===== src/sv/nts_pkg.sv =====
package nts_pkg;

  localparam int NUM_PATTERNS = 8;
  localparam int PATTERN_LEN  = 7;
  localparam int ELEM_BITS    = 8;

  // Field widths fixed at the ports
  localparam int PORT_ELEM_W = 8;
  localparam int PORT_ELEMS  = 7;
  localparam int SLOT_W      = 3;
  localparam int SAD_W       = 11;
  localparam int IDX_OUT_W   = 3;
  localparam int PIU_W       = 4;
  localparam int CFG_IDX_W   = 1;

  localparam int IDX_W = $clog2(NUM_PATTERNS);
  localparam int CNT_W = $clog2(NUM_PATTERNS + 1);
  // PATTERN_LEN is at most 7, so three carry bits hold the full sum
  localparam int SUM_W = ELEM_BITS + 3;

  localparam logic [SAD_W-1:0] SAD_MAX = {SAD_W{1'b1}};

  localparam logic ACT_LOAD     = 1'b0;
  localparam logic ACT_CLASSIFY = 1'b1;

  localparam logic [CFG_IDX_W-1:0] CFG_PERFECT_SAD_LIMIT = 1'b0;
  localparam logic [CFG_IDX_W-1:0] CFG_PATTERNS_IN_USE   = 1'b1;

  localparam logic [SAD_W-1:0] LIMIT_RESET = '0;
  localparam logic [PIU_W-1:0] PIU_RESET   = 4'd8;

  typedef logic [ELEM_BITS-1:0] elem_t;
  typedef elem_t [PATTERN_LEN-1:0] pattern_t;

  typedef struct packed {
    logic              valid;
    logic              action;
    logic [SLOT_W-1:0] slot;
    pattern_t          elems;
    logic [IDX_W-1:0]  best;
    logic [SAD_W-1:0]  best_sad;
    logic              perfect;  // also marks the scan as finished
  } item_t;

  typedef struct packed {
    logic [SAD_W-1:0] limit;
    logic [CNT_W-1:0] scan_count;
  } cfg_t;

  function automatic logic [CNT_W-1:0] clamp_count(input logic [PIU_W-1:0] v);
    logic [CNT_W-1:0] r;
    if (v == '0) begin
      r = CNT_W'(1);
    end else if (int'(v) > NUM_PATTERNS) begin
      r = CNT_W'(NUM_PATTERNS);
    end else begin
      r = CNT_W'(v);
    end
    return r;
  endfunction

endpackage


===== src/sv/nts_if.sv =====
interface nts_req_if;
  import nts_pkg::*;
  logic                   valid;
  logic                   ready;
  logic                   action;
  logic [SLOT_W-1:0]      pattern_slot;
  logic [PORT_ELEM_W-1:0] elem_0;
  logic [PORT_ELEM_W-1:0] elem_1;
  logic [PORT_ELEM_W-1:0] elem_2;
  logic [PORT_ELEM_W-1:0] elem_3;
  logic [PORT_ELEM_W-1:0] elem_4;
  logic [PORT_ELEM_W-1:0] elem_5;
  logic [PORT_ELEM_W-1:0] elem_6;

  modport source (output valid, action, pattern_slot, elem_0, elem_1, elem_2, elem_3,
                  elem_4, elem_5, elem_6, input ready);
  modport sink (input valid, action, pattern_slot, elem_0, elem_1, elem_2, elem_3,
                elem_4, elem_5, elem_6, output ready);
endinterface

interface nts_rsp_if;
  import nts_pkg::*;
  logic                 valid;
  logic                 ready;
  logic [IDX_OUT_W-1:0] best_index;
  logic [SAD_W-1:0]     best_sad;
  logic                 perfect_match;

  modport source (output valid, best_index, best_sad, perfect_match, input ready);
  modport sink (input valid, best_index, best_sad, perfect_match, output ready);
endinterface


===== src/sv/nts_slot_unit.sv =====
module nts_slot_unit (
  input  logic                     clk,
  input  logic                     rst,
  input  logic                     advance,
  input  logic [nts_pkg::IDX_W-1:0] unit_id,
  input  nts_pkg::cfg_t            cfg,
  input  nts_pkg::item_t           item_in,
  output nts_pkg::item_t           item_out
);
  import nts_pkg::*;

  item_t            a;
  item_t            b;
  logic [SAD_W-1:0] b_sad;
  logic [SAD_W-1:0] sad_next;
  pattern_t         store;

  always_ff @(posedge clk) begin
    if (rst) begin
      a.valid <= 1'b0;
    end else if (advance) begin
      a <= item_in;
    end
  end

  // A load writes this slot as it leaves stage A, so every classify keeps
  // its place in order relative to loads.
  always_ff @(posedge clk) begin
    if (advance && a.valid && a.action == ACT_LOAD && int'(a.slot) == int'(unit_id)) begin
      store <= a.elems;
    end
  end

  always_comb begin
    logic [SUM_W-1:0] acc;
    elem_t            d;
    acc = '0;
    for (int k = 0; k < PATTERN_LEN; k++) begin
      d = (store[k] > a.elems[k]) ? (store[k] - a.elems[k]) : (a.elems[k] - store[k]);
      acc = acc + SUM_W'(d);
    end
    // terms are non-negative, so clipping the total equals clipping each step
    if (32'(acc) > 32'(SAD_MAX)) begin
      sad_next = SAD_MAX;
    end else begin
      sad_next = SAD_W'(acc);
    end
  end

  always_ff @(posedge clk) begin
    if (rst) begin
      b.valid <= 1'b0;
    end else if (advance) begin
      b     <= a;
      b_sad <= sad_next;
    end
  end

  always_comb begin
    logic active;
    item_out = b;
    active = b.action == ACT_CLASSIFY && !b.perfect &&
             int'(unit_id) < int'(cfg.scan_count);
    if (active) begin
      if (unit_id == '0 || b_sad < b.best_sad) begin
        item_out.best     = unit_id;
        item_out.best_sad = b_sad;
      end
      if (b_sad <= cfg.limit) begin
        item_out.perfect = 1'b1;
      end
    end
  end

endmodule


===== src/sv/nearest_template_sad_classifier_unit.sv =====
// Nearest-template SAD classifier. One beat enters per cycle while the result
// side is not stalled: a load beat writes a pattern slot, a classify beat returns
// the best slot, its SAD and the perfect flag. Each slot has its own two-stage unit
// (SAD, then compare); a beat passes every slot unit in turn and then the output
// register, and a new beat can enter before earlier ones are through.
// Loads travel down the same chain and update their slot as they pass it, so
// results follow the order of beats exactly. A stall on the result side holds
// the whole chain. Slots must be loaded before a classify reads them.
module nearest_template_sad_classifier_unit (
  input  logic                         clk,
  input  logic                         rst,
  input  logic                         cfg_we,
  input  logic [nts_pkg::CFG_IDX_W-1:0] cfg_index,
  input  logic [nts_pkg::SAD_W-1:0]    cfg_wdata,
  nts_req_if.sink                      req,
  nts_rsp_if.source                    rsp
);
  import nts_pkg::*;

  logic [SAD_W-1:0]       limit;
  logic [CNT_W-1:0]       scan_count;
  cfg_t                   cfg;
  logic                   advance;
  item_t                  chain [NUM_PATTERNS+1];
  logic [PORT_ELEM_W-1:0] raw [PORT_ELEMS];

  always_ff @(posedge clk) begin
    if (rst) begin
      limit      <= LIMIT_RESET;
      scan_count <= clamp_count(PIU_RESET);
    end else if (cfg_we) begin
      case (cfg_index)
        CFG_PERFECT_SAD_LIMIT: limit <= cfg_wdata;
        CFG_PATTERNS_IN_USE:   scan_count <= clamp_count(cfg_wdata[PIU_W-1:0]);
        default: ;
      endcase
    end
  end

  assign cfg.limit      = limit;
  assign cfg.scan_count = scan_count;

  assign advance   = !rsp.valid || rsp.ready;
  assign req.ready = advance;

  assign raw[0] = req.elem_0;
  assign raw[1] = req.elem_1;
  assign raw[2] = req.elem_2;
  assign raw[3] = req.elem_3;
  assign raw[4] = req.elem_4;
  assign raw[5] = req.elem_5;
  assign raw[6] = req.elem_6;

  always_comb begin
    chain[0].valid    = req.valid;
    chain[0].action   = req.action;
    chain[0].slot     = req.pattern_slot;
    chain[0].best     = '0;
    chain[0].best_sad = '0;
    chain[0].perfect  = 1'b0;
    for (int k = 0; k < PATTERN_LEN; k++) begin
      chain[0].elems[k] = ELEM_BITS'(raw[k]);
    end
  end

  for (genvar i = 0; i < NUM_PATTERNS; i++) begin : g_slot
    nts_slot_unit u_slot (
      .clk      (clk),
      .rst      (rst),
      .advance  (advance),
      .unit_id  (IDX_W'(i)),
      .cfg      (cfg),
      .item_in  (chain[i]),
      .item_out (chain[i+1])
    );
  end

  // Loads drop out here; only classify beats become results.
  always_ff @(posedge clk) begin
    if (rst) begin
      rsp.valid <= 1'b0;
    end else if (advance) begin
      rsp.valid <= chain[NUM_PATTERNS].valid && chain[NUM_PATTERNS].action == ACT_CLASSIFY;
    end
  end

  always_ff @(posedge clk) begin
    if (advance) begin
      rsp.best_index    <= IDX_OUT_W'(chain[NUM_PATTERNS].best);
      rsp.best_sad      <= chain[NUM_PATTERNS].best_sad;
      rsp.perfect_match <= chain[NUM_PATTERNS].perfect;
    end
  end

endmodule


===== src/flat_wrapper.sv =====
// flat-port wrapper written by rule: the top's interface ports become plain ports
module nearest_template_sad_classifier_unit_flat import nts_pkg::*;
  (clk, rst, cfg_we, cfg_index, cfg_wdata, req_valid, req_action, req_pattern_slot, req_elem_0, req_elem_1, req_elem_2, req_elem_3, req_elem_4, req_elem_5, req_elem_6, req_ready, rsp_valid, rsp_best_index, rsp_best_sad, rsp_perfect_match, rsp_ready);
  nts_req_if req_i ();
  nts_rsp_if rsp_i ();
  input  logic clk;
  input  logic rst;
  input  logic cfg_we;
  input  logic [nts_pkg::CFG_IDX_W-1:0] cfg_index;
  input  logic [nts_pkg::SAD_W-1:0] cfg_wdata;
  input wire logic [$bits(req_i.valid)-1:0] req_valid;
  input wire logic [$bits(req_i.action)-1:0] req_action;
  input wire logic [$bits(req_i.pattern_slot)-1:0] req_pattern_slot;
  input wire logic [$bits(req_i.elem_0)-1:0] req_elem_0;
  input wire logic [$bits(req_i.elem_1)-1:0] req_elem_1;
  input wire logic [$bits(req_i.elem_2)-1:0] req_elem_2;
  input wire logic [$bits(req_i.elem_3)-1:0] req_elem_3;
  input wire logic [$bits(req_i.elem_4)-1:0] req_elem_4;
  input wire logic [$bits(req_i.elem_5)-1:0] req_elem_5;
  input wire logic [$bits(req_i.elem_6)-1:0] req_elem_6;
  output wire logic [$bits(req_i.ready)-1:0] req_ready;
  output wire logic [$bits(rsp_i.valid)-1:0] rsp_valid;
  output wire logic [$bits(rsp_i.best_index)-1:0] rsp_best_index;
  output wire logic [$bits(rsp_i.best_sad)-1:0] rsp_best_sad;
  output wire logic [$bits(rsp_i.perfect_match)-1:0] rsp_perfect_match;
  input wire logic [$bits(rsp_i.ready)-1:0] rsp_ready;
  assign req_i.valid = req_valid;
  assign req_i.action = req_action;
  assign req_i.pattern_slot = req_pattern_slot;
  assign req_i.elem_0 = req_elem_0;
  assign req_i.elem_1 = req_elem_1;
  assign req_i.elem_2 = req_elem_2;
  assign req_i.elem_3 = req_elem_3;
  assign req_i.elem_4 = req_elem_4;
  assign req_i.elem_5 = req_elem_5;
  assign req_i.elem_6 = req_elem_6;
  assign req_ready = req_i.ready;
  assign rsp_valid = rsp_i.valid;
  assign rsp_best_index = rsp_i.best_index;
  assign rsp_best_sad = rsp_i.best_sad;
  assign rsp_perfect_match = rsp_i.perfect_match;
  assign rsp_i.ready = rsp_ready;
  nearest_template_sad_classifier_unit u_core (.clk(clk), .rst(rst), .cfg_we(cfg_we), .cfg_index(cfg_index), .cfg_wdata(cfg_wdata), .req(req_i), .rsp(rsp_i));
endmodule

===== config.mk =====
export PLATFORM = sky130hd
export DESIGN_NAME = nearest_template_sad_classifier_unit_flat
export DESIGN_NICKNAME = d
export VERILOG_FILES = /design/src/sv/nts_pkg.sv /design/src/sv/nts_if.sv /design/src/sv/nts_slot_unit.sv /design/src/sv/nearest_template_sad_classifier_unit.sv /design/src/flat_wrapper.sv
export SDC_FILE = /design/constraint.sdc
export NUM_CORES = 2
export LEC_CHECK = 0
export ABC_AREA = 1
export BUFFER_PORTS_ARGS = -buffer_cell sky130_fd_sc_hd__buf_2
export CAP_MARGIN = 40
export CORE_MARGIN = 3
export CORE_UTILIZATION = 45
export DETAILED_ROUTE_END_ITERATION = 10
export GPL_ROUTABILITY_DRIVEN = 0
export SLEW_MARGIN = 30
export SYNTH_ARGS = -nofsm -noshare
export SYNTH_HDL_FRONTEND = slang
export SYNTH_SLANG_ARGS = --single-unit

===== constraint.sdc =====
create_clock -name clk -period 121.5 [get_ports clk]
set_input_delay 12.15 -clock clk [delete_from_list [all_inputs] [get_ports clk]]
set_output_delay 12.15 -clock clk [all_outputs]
set_load 0.03 [all_outputs]

After elaboration in Yosys (flattened, before gate mapping)
Index checks and enable logic that the tools add are counted.
{ "op_classes": {"add_sub_neg": 160, "order_cmp": 80, "eq_ne": 7, "mux": 80, "bitwise": 10, "reduce_logical": 54} }
{ "ops": {"columns": ["op", "count"], "rows": [
  ["subtractor 8 bit", 112],
  ["> comparator 8 bit", 56],
  ["2-to-1 mux 8 bit", 56],
  ["adder 11 x 8 -> 11 bit", 24],
  ["adder 10 x 8 -> 11 bit", 8],
  ["less-or-equal comparator 11 bit", 8],
  ["2-to-1 mux 14 bit", 6],
  ["adder 9 x 8 -> 10 bit", 8],
  ["less-than comparator 11 bit", 7],
  ["2-to-1 mux 15 bit", 5],
  ["adder 8 x 8 -> 9 bit", 8],
  ["logical AND 1 bit", 40],
  ["2-to-1 mux 12 bit", 2],
  ["less-than comparator 3 x 4 -> 1 bit (first input constant)", 4],
  ["2-to-1 mux 13 bit", 1],
  ["== test 3 bit (second input constant)", 4],
  ["NOT 1 bit", 10],
  ["logical NOT 1 bit", 8],
  ["less-than comparator 1 x 4 -> 1 bit (first input constant)", 2],
  ["less-than comparator 2 x 4 -> 1 bit (first input constant)", 2],
  ["2-to-1 mux 1 bit", 8],
  ["2-to-1 mux 4 bit", 2],
  ["== test 3 x 2 -> 1 bit (second input constant)", 2],
  ["AND reduction 2 bit", 3],
  ["other kinds (5)", 5]
]} }
{ "totals": {"reg_bits": 1684, "input_bits": 77, "out_inout_bits": 17} }

Longest topological paths before layout
{ "depth": {"ltp_word": 8, "depth_mapped": 29} }

Modules after synthesis
From an unflattened synthesis, not the netlist that was laid out.
{ "hier_totals": {"hier_cells": 13139, "hier_area_um2": 122173.4} }
{ "modules_own_cells": {"columns": ["module", "instances", "cells_each", "area_each_um2", "seq_area_each_um2"], "rows": [
  ["nts_slot_unit at u_core.g_slot[0].u_slot ...", 2, 1627, 15069.5, 6556.3],
  ["nts_slot_unit at u_core.g_slot[6].u_slot", 1, 1642, 15234.6, 6556.3],
  ["nts_slot_unit at u_core.g_slot[7].u_slot", 1, 1642, 15214.6, 6556.3],
  ["nts_slot_unit at u_core.g_slot[4].u_slot", 1, 1631, 15179.6, 6556.3],
  ["nts_slot_unit at u_core.g_slot[1].u_slot", 1, 1628, 15148.3, 6556.3],
  ["nts_slot_unit at u_core.g_slot[3].u_slot", 1, 1627, 15130.8, 6556.3],
  ["nts_slot_unit at u_core.g_slot[5].u_slot", 1, 1623, 15089.5, 6556.3],
  ["nearest_template_sad_classifier_unit", 1, 92, 1037.2, 770.7]
]} }

Least setup slack after synthesis
No wires, ideal clock.
{ "synth_timing": {"path_kind": "input to register", "start": "in rst", "end": "reg u_core.g_slot[0].u_slot.a[15] (netlist name), enable pin", "arrival_ps": 61386, "t_required_ps": 118722, "path_slack_ps": 57336, "path_stages": 2, "n_path_buf": 1, "cell_sequence": "clkbuf_1 -> nor2_1"} }
{ "synth_via": {"elab_chain_cells": 2} }
{ "synth_lines": {"columns": ["element", "line", "rtl"], "rows": [
  ["start: declaration", "flat_wrapper.sv:7", "input logic rst;"],
  ["NOT 1 bit (no line)", null, null],
  ["AND reduction 2 bit (no line)", null, null],
  ["end signal: assignment", "nts_slot_unit.sv:22", "a <= item_in;"],
  ["end: declaration", "nts_slot_unit.sv:12", "item_t a;"]
]} }
Every way passes these cells.
A chain may end at the register's enable or synchronous reset.

Worst setup path after layout
{ "layout_timing": {"start": "in rsp_ready", "end": "out req_ready"} }
{ "layout_via": {"elab_chain_cells": 1} }
{ "layout_lines": {"columns": ["element", "line", "rtl"], "rows": [
  ["start: declaration", "flat_wrapper.sv:26", "input wire logic [$bits(rsp_i.ready)-1:0] rsp_ready;"],
  ["logical OR 1 bit", "nearest_template_sad_classifier_unit.sv:43", "assign advance = !rsp.valid || rsp.ready;"],
  ["end: declaration", "flat_wrapper.sv:21", "output wire logic [$bits(req_i.ready)-1:0] req_ready;"]
]} }
Every way passes these cells.

==> impl_metrics.yaml <==
critical_path:
  cp.arrival_ns: 13.33
  worst_r2r_endpoint: "u_core.g_slot[0].u_slot.b_sad[7]$_DFFE_PP_"
  rr_worst_depth: 22
  path_cells: "buf_2, nor2_2, clkinv_1, buf_2"
  crit_buf_inv: 3
  cpLargestDelayFamily: "buffers and inverters"
  path_max_fanout: 9
  worstSetupEndpoint: "req_ready"
  slowest_stage: "nor2_2"
  critical_path_depth: 4
  cpPeakStageDelay_ns: 0.40
  critical_path.most_common_cell: "buf_2"
  timing.rr.start: "u_core.g_slot[0].u_slot.a[52]$_DFFE_PP_"
  critPathLaunchType: "primary input"
  r2r_slack_ns: 115.51
  critPathKind: "in2out"
  cp-end-kind: "output pin"
  crit_start: "rsp_ready"
  crit_required_ns: 109.35
power:
  power_density_mw_per_mm2: 18.6
  p_sw_w: 0.000876
  comb_power_share_pct: 41.7
  switching_share_pct: 38.4
  p_seq_share_pct: 33.9
  power.share.clock_pct: 24.5
  ir_drop_uv: 21.8
  p_int_w: 0.00140
  power_leakage_nw: 61.0
global_route:
  antenna_found_initial: 2
  grt_max_degree: 184
  grt_overflow: 0
  grtUsageTotal_pct: 19.0
  grt_pass1_vias: 78047
  use_met2_pct: 33.6
  top_usage_layer: "met2"
  grt_pass1_wl_mm: 394
  grtUsageMet1_pct: 22.6
  use_met3_pct: 2.28
layout:
  area_growth_pct: 9.26
  layout.nets: 14295
  drive_above_1_share_pct: 4.44
  postLayoutCoreUtil_pct: 49.7
synth:
  yosys-mux-area-fraction_pct: 0
  synth_compound_area_share_pct: 4.20
  synthesis.area_mm2: 0.112
  ys_ff_latch: 1680
  synth_top_cell_by_area: "edfxtp_1"
  yosys.area.top_type_share_pct: 44.0
  synthAdderAreaFrac_pct: 19.7
  synth-main-ff-cell: "edfxtp_1"
  synth_xor_area_share_pct: 2.74
  synth.net_count: 14149
  ys_types: 43
  ys_warn_count: 0
  synthArstFlopShare_pct: 0
  synth_top_family_by_area: "adder cells"
  synth_edf_count: 1648
  synth.area.top_cells: "edfxtp_1 (44%), nand2_1 (14%), ha_1 (12%), inv_1 (8.8%), fa_1 (7.4%)"
  synthSimpleGateAreaFrac_pct: 19.0
  syn-mean-instance-area_um2: 8.95
  syn_inst: 12554
  ys_seq_area_share_pct: 44.6
clocking:
  post-cts-setup-buffer-count: 0
  clock_path_buffers: 3
  cts_made_buffers: 182
  h-tree-depth: 4
  clkLatencyLatePin_ns: 0.81
  clk_pin_slew_ns: 0.06
  ctsHoldBuffers: 0
  clockRootBuffer: "clkbuf_16"
  cts_resized: 0
  clock-sinks: 1680
  cts_tree: "done"
sta:
  hold_viol: 0
  worst_pin_slew_ns: 0.921
  fin_crit_sh_pct: 21.0
  period_minus_slack_ns: 25.48
  fmax_mhz: 39.3
  slew_headroom_pct: 38.6
  rsz0062_at_grt: "no"
  setup_tns_ns: 0
  skew_ns: 0.0292
  setup_viol_count_final: 0
  slew_violations: 0
detailed_routing:
  finalWirelength_mm: 244
  drtIter0Drc: 4590
  dr_total_vias: 78607
  antenna_left: 0
  wl_per_cell_um: 15.1
  dr.pass1.iters: 8
  viasPerCell: 4.86
  drc: 0
place:
  dp_hpwl_mm: 193
  port_buffers: 93
floorplan:
  die_x_um: 506
  die_area_mm2: 0.256
  start_util_pct: 45.5
  die_h_um: 506
  ios: 94
  core_mm2: 0.247
  rows: 182
worst_hold_path:
  hp-class: "reg2reg"
run_status:
  status: "finished, final reports clean"
job:
  max_cap_violations: 0
-- how the worst min path moves through the flow --
| stage | from | end | slack (ns) | cells after the start |
|---|---|---|---|---|
| global route | u_core.g_slot[3].u_slot.a[4]$_DFFE_PP_ | u_core.g_slot[3].u_slot.b[4]$_DFFE_PP_ | 0.41 | 0 |
| global placement | u_core.g_slot[3].u_slot.item_out[42]$_DFFE_PP_ | u_core.g_slot[4].u_slot.a[42]$_DFFE_PP_ | 0.40 | 0 |
| finish | u_core.g_slot[5].u_slot.item_out[63]$_DFFE_PP_ | u_core.g_slot[6].u_slot.a[63]$_DFFE_PP_ | 0.40 | 0 |
| floorplan | u_core.g_slot[0].u_slot.item_out[15]$_DFFE_PP_ | u_core.g_slot[1].u_slot.a[15]$_DFFE_PP_ | 0.40 | 0 |
| CTS | u_core.g_slot[3].u_slot.a[4]$_DFFE_PP_ | u_core.g_slot[3].u_slot.b[4]$_DFFE_PP_ | 0.40 | 0 |
| detailed placement | u_core.g_slot[0].u_slot.item_out[17]$_DFFE_PP_ | u_core.g_slot[1].u_slot.a[17]$_DFFE_PP_ | 0.40 | 0 |
-- per-layer routing --
layer,routed length [um],share of wire [%]
met1,102000,42
met2,119000,49
met5,0,0
met3,8360,3.4
met4,14700,6.0
-- metrics by stage --
step	hold WS (ns)	cells	cell area (um^2)	power, W	setup slack, ns
2_1_floorplan	0.400	12554	112000	0.00145	57.34
4_1_cts	0.404	16149	122000	0.00232	95.60
6_report	0.405	16165	123000	0.00228	96.02
3_5_place_dp	0.405	15814	116000	0.00175	95.59
5_1_grt	0.410	16164	123000	0.00245	95.86
3_3_place_gp	0.400	15811	116000	0.00172	95.63
-- synth_stat cells (17+ instances only) --
library cell	instances
xor2_1	211
o21bai_1	40
nand2_2	20
clkbuf_1	17
fa_1	416
o21ai_2	31
nand3_1	665
a21oi_1	542
a21oi_2	24
buf_2	90
inv_2	39
a21o_1	32
ha_1	1102
nand4_1	149
clkbuf_2	41
nand2_1	4090
inv_1	2641
xnor2_1	141
dfxtp_1	32
o21ai_0	102
edfxtp_1	1648
o21ai_1	45
nor2_1	335
-- logic make-up (layout without fill, tap and decap cells) --
| family | after synthesis | after routing |
|---|---|---|
| xor+xnor | 352 | 352 |
| fa+ha+maj | 1518 | 1518 |
| simple gates | 5315 | 5315 |
| other cells | 0 | 2 |
| compound gates | 838 | 838 |
| flops | 1680 | 1680 |
| buf+inv | 2851 | 3148 |
-- cells in the final DEF (no fill, tap or decap), types with 34 or more instances in the layout --
master	Yosys	layout
a21oi_1	542	542
buf_2	90	93
clkbuf_1	17	34
clkbuf_16	0	184
edfxtp_1	1648	1648
fa_1	416	416
ha_1	1102	1102
inv_1	2641	2641
inv_2	39	39
nand2_1	4090	4090
nand3_1	665	665
nand4_1	149	149
nor2_1	335	334
o21ai_0	102	102
o21ai_1	45	44
o21bai_1	40	40
xnor2_1	141	141
xor2_1	211	211
-- state kept, by name, summed over array words and instances (netlist names) --
name	cells
u_core.g_slot.u_slot.a	586
u_core.g_slot.u_slot.b	98
u_core.g_slot.u_slot.b_sad	88
u_core.g_slot.u_slot.item_out	429
u_core.g_slot.u_slot.store	448
u_core.limit	11
u_core.rsp.best_index	3
u_core.rsp.best_sad	11
u_core.rsp.perfect_match	1
u_core.rsp.valid	1
u_core.scan_count	4
-- power by group through the flow --
stage,sequential [W],combinational (W),clock [W]
6_report,0.000772,0.000950,0.000558
5_1_grt,0.000778,0.00107,0.000601
4_1_cts,0.000773,0.000968,0.000576
3_5_place_dp,0.000785,0.000964,0
3_3_place_gp,0.000783,0.000940,0
2_1_floorplan,0.000803,0.000649,0
-- area by class of cell --
cell class	count	area [um^2]
Fill cell	22610	124000
Multi-Input combinational cell	8023	51400
Sequential cell	1680	50100
Inverter	2682	10100
Clock buffer	218	4730
Tap cell	3312	4140
Clock inverter	117	1320
Timing Repair Buffer	131	1040
Antenna cell	2	5.00
No activity file was read; power rests on OpenSTA's default activity.
